==> src/rtl/mie_pkg.sv <==
// ----------------------------------------------------------------------------
// mie_pkg
// Shared widths, controller states and the command/status bundles that join
// the modular inverse controller and datapath.
// ----------------------------------------------------------------------------
package mie_pkg;

  localparam int WORD_BITS = 32;
  localparam int CNT_W     = $clog2(WORD_BITS);
  localparam logic [CNT_W-1:0] CNT_LAST = CNT_W'(WORD_BITS - 1);

  typedef logic [WORD_BITS-1:0] word_t;

  typedef enum logic [2:0] {
    ST_IDLE,
    ST_CHECK,
    ST_DIV,
    ST_UPDATE,
    ST_REDUCE,
    ST_FIX,
    ST_FINISH
  } state_t;

  // Controller to datapath
  typedef struct packed {
    logic load;
    logic div_init;
    logic div_step;
    logic update;
    logic reduce;
    logic fix;
    logic set_one;
    logic set_fail;
    logic publish;
  } cmd_t;

  // Datapath to controller
  typedef struct packed {
    logic m_one;
    logic m_zero;
    logic a_le1;
    logic a_zero;
    logic b_zero;
    logic out_busy;
  } stat_t;

endpackage

==> src/rtl/mie_operand_if.sv <==
// ----------------------------------------------------------------------------
// mie_operand_if
// Operand channel: value and modulus with a valid/ready handshake.
// ----------------------------------------------------------------------------
interface mie_operand_if;
  logic           valid;
  logic           ready;
  mie_pkg::word_t value;
  mie_pkg::word_t modulus;

  modport source (output valid, output value, output modulus, input ready);
  modport sink   (input valid, input value, input modulus, output ready);
endinterface

==> src/rtl/mie_result_if.sv <==
// ----------------------------------------------------------------------------
// mie_result_if
// Result channel: inverse and status with a valid/ready handshake.
// ----------------------------------------------------------------------------
interface mie_result_if;
  logic           valid;
  logic           ready;
  mie_pkg::word_t inverse;
  logic           status;

  modport source (output valid, output inverse, output status, input ready);
  modport sink   (input valid, input inverse, input status, output ready);
endinterface

==> src/rtl/mie_ctrl.sv <==
// ----------------------------------------------------------------------------
// mie_ctrl
// Sequencer for the extended Euclid loop: checks, divide steps, coefficient
// update, final reduction and hand-off to the output register.
// ----------------------------------------------------------------------------
module mie_ctrl (
  input  logic                          clk,
  input  logic                          rst,
  input  logic                          in_valid,
  output logic                          in_ready,
  input  mie_pkg::stat_t                sts,
  output mie_pkg::cmd_t                 cmd
);

  mie_pkg::state_t               state, state_next;
  logic [mie_pkg::CNT_W-1:0]     cnt, cnt_next;

  always_ff @(posedge clk) begin
    if (rst) begin
      state <= mie_pkg::ST_IDLE;
      cnt   <= '0;
    end else begin
      state <= state_next;
      cnt   <= cnt_next;
    end
  end

  always_comb begin
    state_next = state;
    cnt_next   = cnt;
    cmd        = '0;
    in_ready   = 1'b0;
    unique case (state)
      mie_pkg::ST_IDLE: begin
        in_ready = 1'b1;
        if (in_valid) begin
          cmd.load   = 1'b1;
          state_next = mie_pkg::ST_CHECK;
        end
      end
      mie_pkg::ST_CHECK: begin
        if (sts.m_one) begin
          cmd.set_one = 1'b1;
          state_next  = mie_pkg::ST_FINISH;
        end else if (sts.m_zero) begin
          cmd.set_fail = 1'b1;
          state_next   = mie_pkg::ST_FINISH;
        end else if (sts.a_le1) begin
          if (sts.a_zero) begin
            cmd.set_fail = 1'b1;
            state_next   = mie_pkg::ST_FINISH;
          end else begin
            state_next = mie_pkg::ST_REDUCE;
          end
        end else if (sts.b_zero) begin
          // common divisor above one
          cmd.set_fail = 1'b1;
          state_next   = mie_pkg::ST_FINISH;
        end else begin
          cmd.div_init = 1'b1;
          cnt_next     = '0;
          state_next   = mie_pkg::ST_DIV;
        end
      end
      mie_pkg::ST_DIV: begin
        cmd.div_step = 1'b1;
        cnt_next     = cnt + 1'b1;
        if (cnt == mie_pkg::CNT_LAST) begin
          state_next = mie_pkg::ST_UPDATE;
        end
      end
      mie_pkg::ST_UPDATE: begin
        cmd.update = 1'b1;
        state_next = mie_pkg::ST_CHECK;
      end
      mie_pkg::ST_REDUCE: begin
        cmd.reduce = 1'b1;
        state_next = mie_pkg::ST_FIX;
      end
      mie_pkg::ST_FIX: begin
        cmd.fix    = 1'b1;
        state_next = mie_pkg::ST_FINISH;
      end
      mie_pkg::ST_FINISH: begin
        // hold until the output register can take the result
        if (!sts.out_busy) begin
          cmd.publish = 1'b1;
          state_next  = mie_pkg::ST_IDLE;
        end
      end
      default: begin
        state_next = mie_pkg::ST_IDLE;
      end
    endcase
  end

  a_load_only_when_idle: assert property (@(posedge clk) disable iff (rst)
    cmd.load |-> (state == mie_pkg::ST_IDLE) && !cmd.div_step && !cmd.update)
    else $error("load issued outside idle");

  a_div_starts_at_zero: assert property (@(posedge clk) disable iff (rst)
    cmd.div_init |=> (cnt == '0) && (state == mie_pkg::ST_DIV))
    else $error("divide count not cleared on start");

  a_update_after_last_step: assert property (@(posedge clk) disable iff (rst)
    cmd.update |-> $past(cmd.div_step) && ($past(cnt) == mie_pkg::CNT_LAST))
    else $error("coefficient update before division completed");

endmodule

==> src/rtl/mie_dp.sv <==
// ----------------------------------------------------------------------------
// mie_dp
// Datapath: remainder pair, restoring divider with bit-serial quotient
// multiply, Bezout magnitudes, final reduction and output register.
// ----------------------------------------------------------------------------
module mie_dp (
  input  logic           clk,
  input  logic           rst,
  input  mie_pkg::word_t value,
  input  mie_pkg::word_t modulus,
  input  mie_pkg::cmd_t  cmd,
  output mie_pkg::stat_t sts,
  output logic           out_valid,
  input  logic           out_ready,
  output mie_pkg::word_t out_inverse,
  output logic           out_status
);

  localparam int W = mie_pkg::WORD_BITS;

  mie_pkg::word_t a, b, rem, acc, mag_prev, mag_cur, m_orig, res;
  logic           neg, res_status;

  logic [W:0]     rem_sh;
  logic           q_bit;
  mie_pkg::word_t rem_sub, acc_next, mag_sum, mag_red, mag_neg;

  // one restoring divide step; quotient bit also drives shift-add multiply
  always_comb begin
    rem_sh   = {rem, a[W-1]};
    q_bit    = (rem_sh >= {1'b0, b});
    rem_sub  = W'(rem_sh - {1'b0, b});
    acc_next = {acc[W-2:0], 1'b0} + (q_bit ? mag_prev : '0);
    mag_sum  = acc + mag_cur;
    mag_red  = mag_cur - m_orig;
    mag_neg  = m_orig - mag_cur;
  end

  always_ff @(posedge clk) begin
    if (cmd.load) begin
      a        <= value;
      b        <= modulus;
      m_orig   <= modulus;
      mag_prev <= '0;
      mag_cur  <= W'(1);
      neg      <= 1'b0;
    end
    if (cmd.div_init) begin
      rem <= '0;
      acc <= '0;
    end
    if (cmd.div_step) begin
      rem <= q_bit ? rem_sub : rem_sh[W-1:0];
      a   <= {a[W-2:0], q_bit};
      acc <= acc_next;
    end
    if (cmd.update) begin
      // advance the pair: a <- b, b <- remainder; next magnitude |x1| + q|x0|
      a        <= b;
      b        <= rem;
      mag_prev <= mag_sum;
      mag_cur  <= mag_prev;
      neg      <= ~neg;
    end
    if (cmd.reduce && (mag_cur >= m_orig)) begin
      mag_cur <= mag_red;
    end
    if (cmd.fix) begin
      res        <= (neg && (mag_cur != '0)) ? mag_neg : mag_cur;
      res_status <= 1'b0;
    end
    if (cmd.set_one) begin
      res        <= W'(1);
      res_status <= 1'b0;
    end
    if (cmd.set_fail) begin
      res        <= '0;
      res_status <= 1'b1;
    end
    if (cmd.publish) begin
      out_inverse <= res;
      out_status  <= res_status;
    end
  end

  always_ff @(posedge clk) begin
    if (rst) begin
      out_valid <= 1'b0;
    end else if (cmd.publish) begin
      out_valid <= 1'b1;
    end else if (out_ready) begin
      out_valid <= 1'b0;
    end
  end

  always_comb begin
    sts.m_one    = (m_orig == W'(1));
    sts.m_zero   = (m_orig == '0);
    sts.a_le1    = (a[W-1:1] == '0);
    sts.a_zero   = (a == '0);
    sts.b_zero   = (b == '0);
    sts.out_busy = out_valid && !out_ready;
  end

  a_rem_below_divisor: assert property (@(posedge clk) disable iff (rst)
    $past(cmd.div_step) && !$past(rst) |-> rem < b)
    else $error("partial remainder not below divisor");

  a_fail_gives_zero: assert property (@(posedge clk) disable iff (rst)
    cmd.publish |=> out_valid && (!out_status || (out_inverse == '0)))
    else $error("no-inverse result carries nonzero value");

  a_publish_only_when_free: assert property (@(posedge clk) disable iff (rst)
    cmd.publish |-> !out_valid || out_ready)
    else $error("output register overwritten");

endmodule

==> src/rtl/modular_inverse_euclid_unit.sv <==
// ----------------------------------------------------------------------------
// modular_inverse_euclid_unit
// Modular inverse of a WORD_BITS-bit value by the extended Euclidean method.
//
// Each operand transaction (value, modulus) yields exactly one result
// transaction (inverse, status). With status 0 the inverse lies in
// [0, modulus) and value * inverse leaves remainder 1 modulo modulus; a
// modulus of one returns inverse 1. With status 1 no inverse exists (modulus
// zero, value zero, or a common divisor above one) and inverse reads 0.
// One item is worked at a time. Each Euclid iteration is one check step,
// WORD_BITS steps of the one-bit-per-cycle restoring divider (which also
// forms quotient times coefficient shift-add style), and one coefficient
// update step. For 32-bit words the worst case is 46 iterations (the first
// one only swaps the pair when value is below modulus). Results sit in an
// output register, so a new operand transaction is taken as soon as the
// previous result has been loaded there, even if the sink is stalling.
// ----------------------------------------------------------------------------
module modular_inverse_euclid_unit (
  input  logic        clk,
  input  logic        rst,
  mie_operand_if.sink operands,
  mie_result_if.source result
);

  mie_pkg::cmd_t  cmd;
  mie_pkg::stat_t sts;
  logic           in_ready;

  // Sequencer: decides each cycle's datapath operation
  mie_ctrl u_ctrl (
    .clk      (clk),
    .rst      (rst),
    .in_valid (operands.valid),
    .in_ready (in_ready),
    .sts      (sts),
    .cmd      (cmd)
  );

  assign operands.ready = in_ready;

  // Datapath: divider, Bezout magnitudes, result and output register
  mie_dp u_dp (
    .clk         (clk),
    .rst         (rst),
    .value       (operands.value),
    .modulus     (operands.modulus),
    .cmd         (cmd),
    .sts         (sts),
    .out_valid   (result.valid),
    .out_ready   (result.ready),
    .out_inverse (result.inverse),
    .out_status  (result.status)
  );

endmodule

==> src/flat_wrapper.sv <==
// flat-port wrapper written by rule: the top's interface ports become plain ports
module modular_inverse_euclid_unit_flat 
  (clk, rst, operands_valid, operands_value, operands_modulus, operands_ready, result_valid, result_inverse, result_status, result_ready);
  mie_operand_if operands_i ();
  mie_result_if result_i ();
  input  logic clk;
  input  logic rst;
  input wire logic [$bits(operands_i.valid)-1:0] operands_valid;
  input wire logic [$bits(operands_i.value)-1:0] operands_value;
  input wire logic [$bits(operands_i.modulus)-1:0] operands_modulus;
  output wire logic [$bits(operands_i.ready)-1:0] operands_ready;
  output wire logic [$bits(result_i.valid)-1:0] result_valid;
  output wire logic [$bits(result_i.inverse)-1:0] result_inverse;
  output wire logic [$bits(result_i.status)-1:0] result_status;
  input wire logic [$bits(result_i.ready)-1:0] result_ready;
  assign operands_i.valid = operands_valid;
  assign operands_i.value = operands_value;
  assign operands_i.modulus = operands_modulus;
  assign operands_ready = operands_i.ready;
  assign result_valid = result_i.valid;
  assign result_inverse = result_i.inverse;
  assign result_status = result_i.status;
  assign result_i.ready = result_ready;
  modular_inverse_euclid_unit u_core (.clk(clk), .rst(rst), .operands(operands_i), .result(result_i));
endmodule
==> config.mk <==
export PLATFORM = sky130hd
export DESIGN_NAME = modular_inverse_euclid_unit_flat
export DESIGN_NICKNAME = d
export VERILOG_FILES = /design/src/rtl/mie_pkg.sv /design/src/rtl/mie_operand_if.sv /design/src/rtl/mie_result_if.sv /design/src/rtl/mie_ctrl.sv /design/src/rtl/mie_dp.sv /design/src/rtl/modular_inverse_euclid_unit.sv /design/src/flat_wrapper.sv
export SDC_FILE = /design/constraint.sdc
export NUM_CORES = 1
export LEC_CHECK = 0
export BUFFER_PORTS_ARGS = -buffer_cell sky130_fd_sc_hd__clkbuf_2
export CORE_UTILIZATION = 65
export DETAILED_ROUTE_END_ITERATION = 7
export GPL_TIMING_DRIVEN = 0
export HOLD_SLACK_MARGIN = 0.03
export PLACE_DENSITY = 0.84
export SLEW_MARGIN = 15
export SYNTH_ARGS = -nofsm -noshare
export SYNTH_HDL_FRONTEND = slang
export SYNTH_HIERARCHICAL = 1
export SYNTH_SLANG_ARGS = --single-unit
==> constraint.sdc <==
create_clock -name clk -period 7.6 [get_ports clk]
set_clock_uncertainty 0.05 [all_clocks]
set_input_delay 0.76 -clock clk [delete_from_list [all_inputs] [get_ports clk]]
set_output_delay 0.76 -clock clk [all_outputs]
set_load 0.02 [all_outputs]
-- Yosys cells after proc, flatten, opt, wreduce, memory -nomap -nowiden
Index checks and enable logic that the tools add are counted.
- flip-flop bits (word level): 300
- input port bits: 68
- word-level logic and storage cells: 119
- add/sub/neg operators: 6
- $lt $le $gt $ge: 2
- equality and inequality tests: 15
- mux-type cells: 59
- bitwise operators: 1
- reductions and logical operators: 20
- operators by type and width (kind ; count):
    $mux 32 ; 16
    $logic_not 32->1 ; 3
    $sub 32x32->32 ; 3
    $add 32x32->32 ; 2
    $ge 33x32->1 ; 1
    $eq 32x1->1 const B ; 1
    $ge 32x32->1 ; 1
    $reduce_bool 32->1 ; 1
    $logic_not 31->1 ; 1
    $mux 1 ; 28
    $mux 3 ; 7
    $pmux 3 s7 ; 1
    $mux 5 ; 4
    $ne 2x2->1 const B ; 7
    $pmux 5 s2 ; 1
    $reduce_bool 2->1 ; 5
    $eq 3x3->1 const B ; 3
    $eq 3x2->1 const B ; 2
    $reduce_bool 3->1 ; 2
    $add 5x1->5 const B ; 1
    $eq 5x5->1 const B ; 1
    $reduce_and 5->1 ; 1
    $mux 2 ; 2
    $eq 3x1->1 const B ; 1
    6 further kinds ; 8

-- Longest topological paths before layout
- depth in word-level cells: 8
- depth in mapped cells: 23
- gate-level depth less buffers: 20

-- Cells and area by module
The synthesis kept the hierarchy.
- by module, submodules not included (module ; instances ; cells an instance ; area an instance (µm²) ; seq. area each (µm²)):
    mie_dp ; 1 ; 2134 ; 20339.5 ; 8428.1
    mie_ctrl ; 1 ; 58 ; 496.7 ; 160.2

-- Least setup slack after synthesis
OpenSTA, ideal clock, no wires.
- kind: reg2reg
- start: register u_core.u_dp.b[1]
- end: register u_core.u_dp.acc[31] (data pin)
- library setup time: 0.272 ns
- data arrival time: 4.642 ns
- slack: 2.637 ns
- stages on the path, launching flop included: 22
- path through: edfxtp_1 > inv_1 > ha_1 > nor2b_1 > o31a_1 > o31ai_4 > o311ai_4 > a211oi_2 > o31ai_4 > clkbuf_1 > and2_1 > ha_1 > fa_1 > a211o_1 > o211ai_1 > a211oi_1 > o21ai_1 > a31oi_1 > a41o_1 > a2111oi_0 > xor2_1 > nor2_1
- word-level cells in the longest chain between the ends: 4
- RTL lines (item ; line ; text):
    start, declared ; mie_dp.sv:21 ; mie_pkg::word_t a, b, rem, acc, mag_prev, mag_cur, m_orig, res;
    start signal, assigned ; mie_dp.sv:42 ; b <= modulus;
    start signal, assigned ; mie_dp.sv:60 ; b <= rem;
    $ge 33x32->1 ; mie_dp.sv:31 ; q_bit = (rem_sh >= {1'b0, b});
    $mux 32 ; mie_dp.sv:33 ; acc_next = {acc[W-2:0], 1'b0} + (q_bit ? mag_prev : '0);
    $add 32x32->32 ; mie_dp.sv:33 ;
    $mux 32 ; mie_dp.sv:52 ; if (cmd.div_step) begin
    end signal, assigned ; mie_dp.sv:55 ; acc <= acc_next;
    end, declared ; mie_dp.sv:21 ;
No other way between the ends.
A chain may end at the register's enable or synchronous reset.

-- Worst setup path after layout
- start: register u_core.u_dp.b[12]
- end: register u_core.u_dp.acc[31] (data pin)
Same word-level chain as after synthesis.

==> run summary <==
CTS sink cnt -> 300
GRT Total Usage -> 0.398
wire per inst -> 23.9 microns
required time worst endpoint -> 7.85 ns
Ant. Diodes -> 0
Post-CTS Hold Buffers -> 0
H-tree depth -> 1
Mean Syn Cell Area -> 9.51 sq um
CTS clk-pin slew, worst paths -> 0.07 ns
met3 Usage GRT -> 0.0792
WP depth -> 21
initial antenna violation count -> 0
crit-path max FO -> 10
die footprint -> 32800 sq um
fillers -> 2287
via count -> 18400
FF-to-FF End -> u_core/u_dp/acc[31]$_SDFFCE_PN0P_
dpl hpwl -> 51500 microns
R2R cell count -> 21
CTS tree -> done
Worst EP arrival -> 6.78 ns
DRT Wirelength -> 66000 microns
Global Route met2 Usage -> 0.616
crit-path most repeated cell -> ha_1
maximum clock frequency -> 153 MHz
Via density -> 6.67
Power Density -> 233 nW/um^2
Logic pwr share -> 0.298
design area -> 23000 sq um
remaining antenna violation count after routing -> 0
Slew Viols, Final -> 0
#FFs+latches synth -> 300
Worst Min Path Start -> rst
most frequent cells in the layout -> 258 x edfxtp_1, 201 x a21oi_1, 179 x o21ai_0
Slew headroom -> 0.340
path type of the worst setup path -> register to register
IO buf count -> 102
Sw Share -> 0.338
outcome -> finished, final reports clean
GR Util met1 -> 0.555
post-route minimum period -> 6.53 ns
post-route insts no fill -> 2759
Cell Area, Placed -> 21900 sq um
Clk Latency, worst-skew pair -> 0.58 ns
Critical Path Start -> u_core/u_dp/b[12]$_DFFE_PP_
Post-Synthesis Cells -> 2192
clock buffer depth -> 3
Seq pwr share -> 0.397
Max VDD drop -> 194 uV
Post-Syn Area -> 20800 sq um
GRT busiest layer -> met2
syn_nets -> 2423
number of remaining DRC errors -> 0
DRT Pass-1 Iters -> 8
Final Util -> 0.730
end of the critical path -> u_core/u_dp/acc[31]$_SDFFCE_PN0P_
worst hold path type -> input pin to register
GP Congestion -> 1.02
Max Cap Violations -> 0
FF-to-FF setup slack -> 1.07 ns
Post-synth ARST share -> 0
library cells used by synthesis -> 82
CTS buffer count -> 31
Synthesis Warnings -> 6
Post-CTS Setup Inserts -> 0
Switch Pwr -> 0.00182 W
share of cells above drive strength 1 -> 0.110
row count -> 65
internal power -> 0.00355 W
Pwr Total -> 0.00537 W
initial DRC count -> 2483
WP buf/inv -> 3
Die Span Y -> 181 microns
RSZ-0062 raised after global routing -> false
Initial Util -> 0.660
CP startpoint kind -> register
final setup TNS -> 0 ns
clock root cell -> clkbuf_16
Final nets -> 2564
Die X -> 181 microns
commonest non-fill, non-tap cell in the layout -> edfxtp_1
crit share post-route -> 0.860
Area growth syn-to-layout -> 10.6%
Clk pwr share -> 0.305
total core area -> 31600 sq um
Slowest-stage cell, CP -> a2111oi_0
CP top delay family -> compound AO/OA/AOI/OAI gates
RR Startpoint -> u_core/u_dp/b[12]$_DFFE_PP_
total congestion overflow -> 0
sequential share of the synthesized area -> 0.412
Setup crit end kind -> register
# IOs -> 103
# setup viols final -> 0
pin count of the biggest net entering global routing -> 52
first-pass GRT wire length -> 99800 microns
Final Hold Vio Count -> 0
EDFF count, synth -> 258
crit-path cells -> inv_1 > ha_1 > buf_2 > nand3_2 > or3_4 > o311ai_4 > a211oi_2 > o31ai_4 > clkbuf_1 > and2_1 > ha_1 > fa_1 > a211o_1 > o211ai_1 > a211oi_1 > o21ai_1 > a31oi_1 > nor4_1 > a2111oi_0 > xor2_1 > nor2_1
DP Cell Count -> 2702
Static Leakage -> 9.30 nW
vias in the first global route -> 17300
PostCTS Resize Cnt -> 0
CP max stage delay -> 0.77 ns
actual slew at the worst max-slew pin -> 0.990 ns
ys flop type -> edfxtp_1
[worst min path at each step]
stage                     depth (start not counted)  slack, ns                                     to
after global placement                            0       0.36  u_core/u_dp/out_inverse[17]$_DFFE_PP_
after floorplan                                   0       0.35  u_core/u_dp/out_inverse[29]$_DFFE_PP_
final                                             2       0.33     u_core/u_dp/out_valid$_SDFFE_PP0P_
after detailed placement                          0       0.36   u_core/u_dp/out_inverse[8]$_DFFE_PP_
after global routing                              2       0.33     u_core/u_dp/out_valid$_SDFFE_PP0P_
after CTS                                         2       0.32     u_core/u_dp/out_valid$_SDFFE_PP0P_
[kinds of logic (layout without fill, tap and decap cells)]
| logic type | Yosys count | after routing | share of synthesized area |
|---|---|---|---|
| AO/OA/AOI/OAI | 642 | 642 | 0.194 |
| flip-flops | 300 | 300 | 0.412 |
| AND/OR/NAND/NOR | 638 | 638 | 0.152 |
| XOR/XNOR | 129 | 129 | 0.0542 |
| buffers and inverters | 233 | 398 | 0.0445 |
| adder cells (fa/ha/maj) | 163 | 163 | 0.0997 |
| multiplexers | 87 | 87 | 0.0437 |
[synthesized netlist by cell type (8+ instances only)]
| cell | instances | share of area |
|---|---|---|
| xor2_1 | 52 | 0.022 |
| nand2_1 | 142 | 0.026 |
| and3_1 | 24 | 0.0072 |
| nand2b_1 | 15 | 0.0045 |
| a21o_1 | 49 | 0.018 |
| or2_2 | 8 | 0.0024 |
| a21oi_1 | 201 | 0.048 |
| nand3_1 | 63 | 0.015 |
| xnor2_1 | 77 | 0.032 |
| and2_1 | 72 | 0.022 |
| nor2b_1 | 23 | 0.0069 |
| o21a_1 | 25 | 0.0090 |
| edfxtp_1 | 258 | 0.37 |
| o21ai_0 | 179 | 0.043 |
| clkbuf_1 | 67 | 0.012 |
| a221oi_1 | 9 | 0.0038 |
| nand4_1 | 29 | 0.0087 |
| a211oi_1 | 24 | 0.0086 |
| nor2_1 | 156 | 0.028 |
| dfxtp_1 | 42 | 0.040 |
| o21bai_1 | 20 | 0.0072 |
| or3_1 | 11 | 0.0033 |
| a31oi_1 | 13 | 0.0039 |
| nor4_1 | 39 | 0.012 |
| ha_1 | 158 | 0.095 |
| nor3_1 | 38 | 0.0091 |
| o211ai_1 | 20 | 0.0072 |
| mux2i_1 | 55 | 0.026 |
| buf_2 | 19 | 0.0046 |
| a31o_2 | 8 | 0.0034 |
| mux2_2 | 32 | 0.017 |
| inv_1 | 131 | 0.024 |
[registers in the layout, indices dropped and copies added (netlist names)]
name                     flops
u_core/u_dp/mag_cur         32
u_core/u_dp/out_inverse     32
u_core/u_dp/res             32
u_core/u_dp/res_status       1
u_core/u_dp/mag_prev        32
u_core/u_ctrl/cnt            5
u_core/u_dp/m_orig          32
u_core/u_dp/out_status       1
u_core/u_dp/neg              1
u_core/u_dp/b               32
u_core/u_dp/a               32
u_core/u_dp/acc             32
u_core/u_dp/out_valid        1
u_core/u_ctrl/state          3
u_core/u_dp/rem             32
[area by class of cell]
cell class	count	area (sq um)	area share
timing repair buffer	108	586	0.0254
buffer	99	424	0.0184
tap	402	503	0.0218
multi-input combinational	1659	11300	0.492
clock buffer	39	867	0.0376
inverter	134	503	0.0218
sequential	300	8590	0.373
clock inverter	18	235	0.0102
[power groups by stage]
stage          sequential [W]  clock, W  combinational, W
3_3_place_gp          0.00215         0           0.00149
5_1_grt               0.00214   0.00170           0.00173
2_1_floorplan         0.00207         0           0.00116
3_5_place_dp          0.00215         0           0.00154
6_report              0.00213   0.00164           0.00160
4_1_cts               0.00212   0.00164           0.00155
[per-layer routing]
layer	up-vias	share of wire
met5	-	0
met2	1147	0.44
met3	175	0.12
met4	0	0.041
li1	8356	-
met1	8728	0.40
[per-stage QoR]
stage | hold WS, ns | setup WS, ns
3_3_place_gp | 0.360 | 1.45
3_5_place_dp | 0.364 | 1.30
4_1_cts | 0.320 | 1.26
6_report | 0.331 | 1.07
2_1_floorplan | 0.351 | 2.64
5_1_grt | 0.332 | 0.918
No activity file was read; power rests on OpenSTA's default activity.
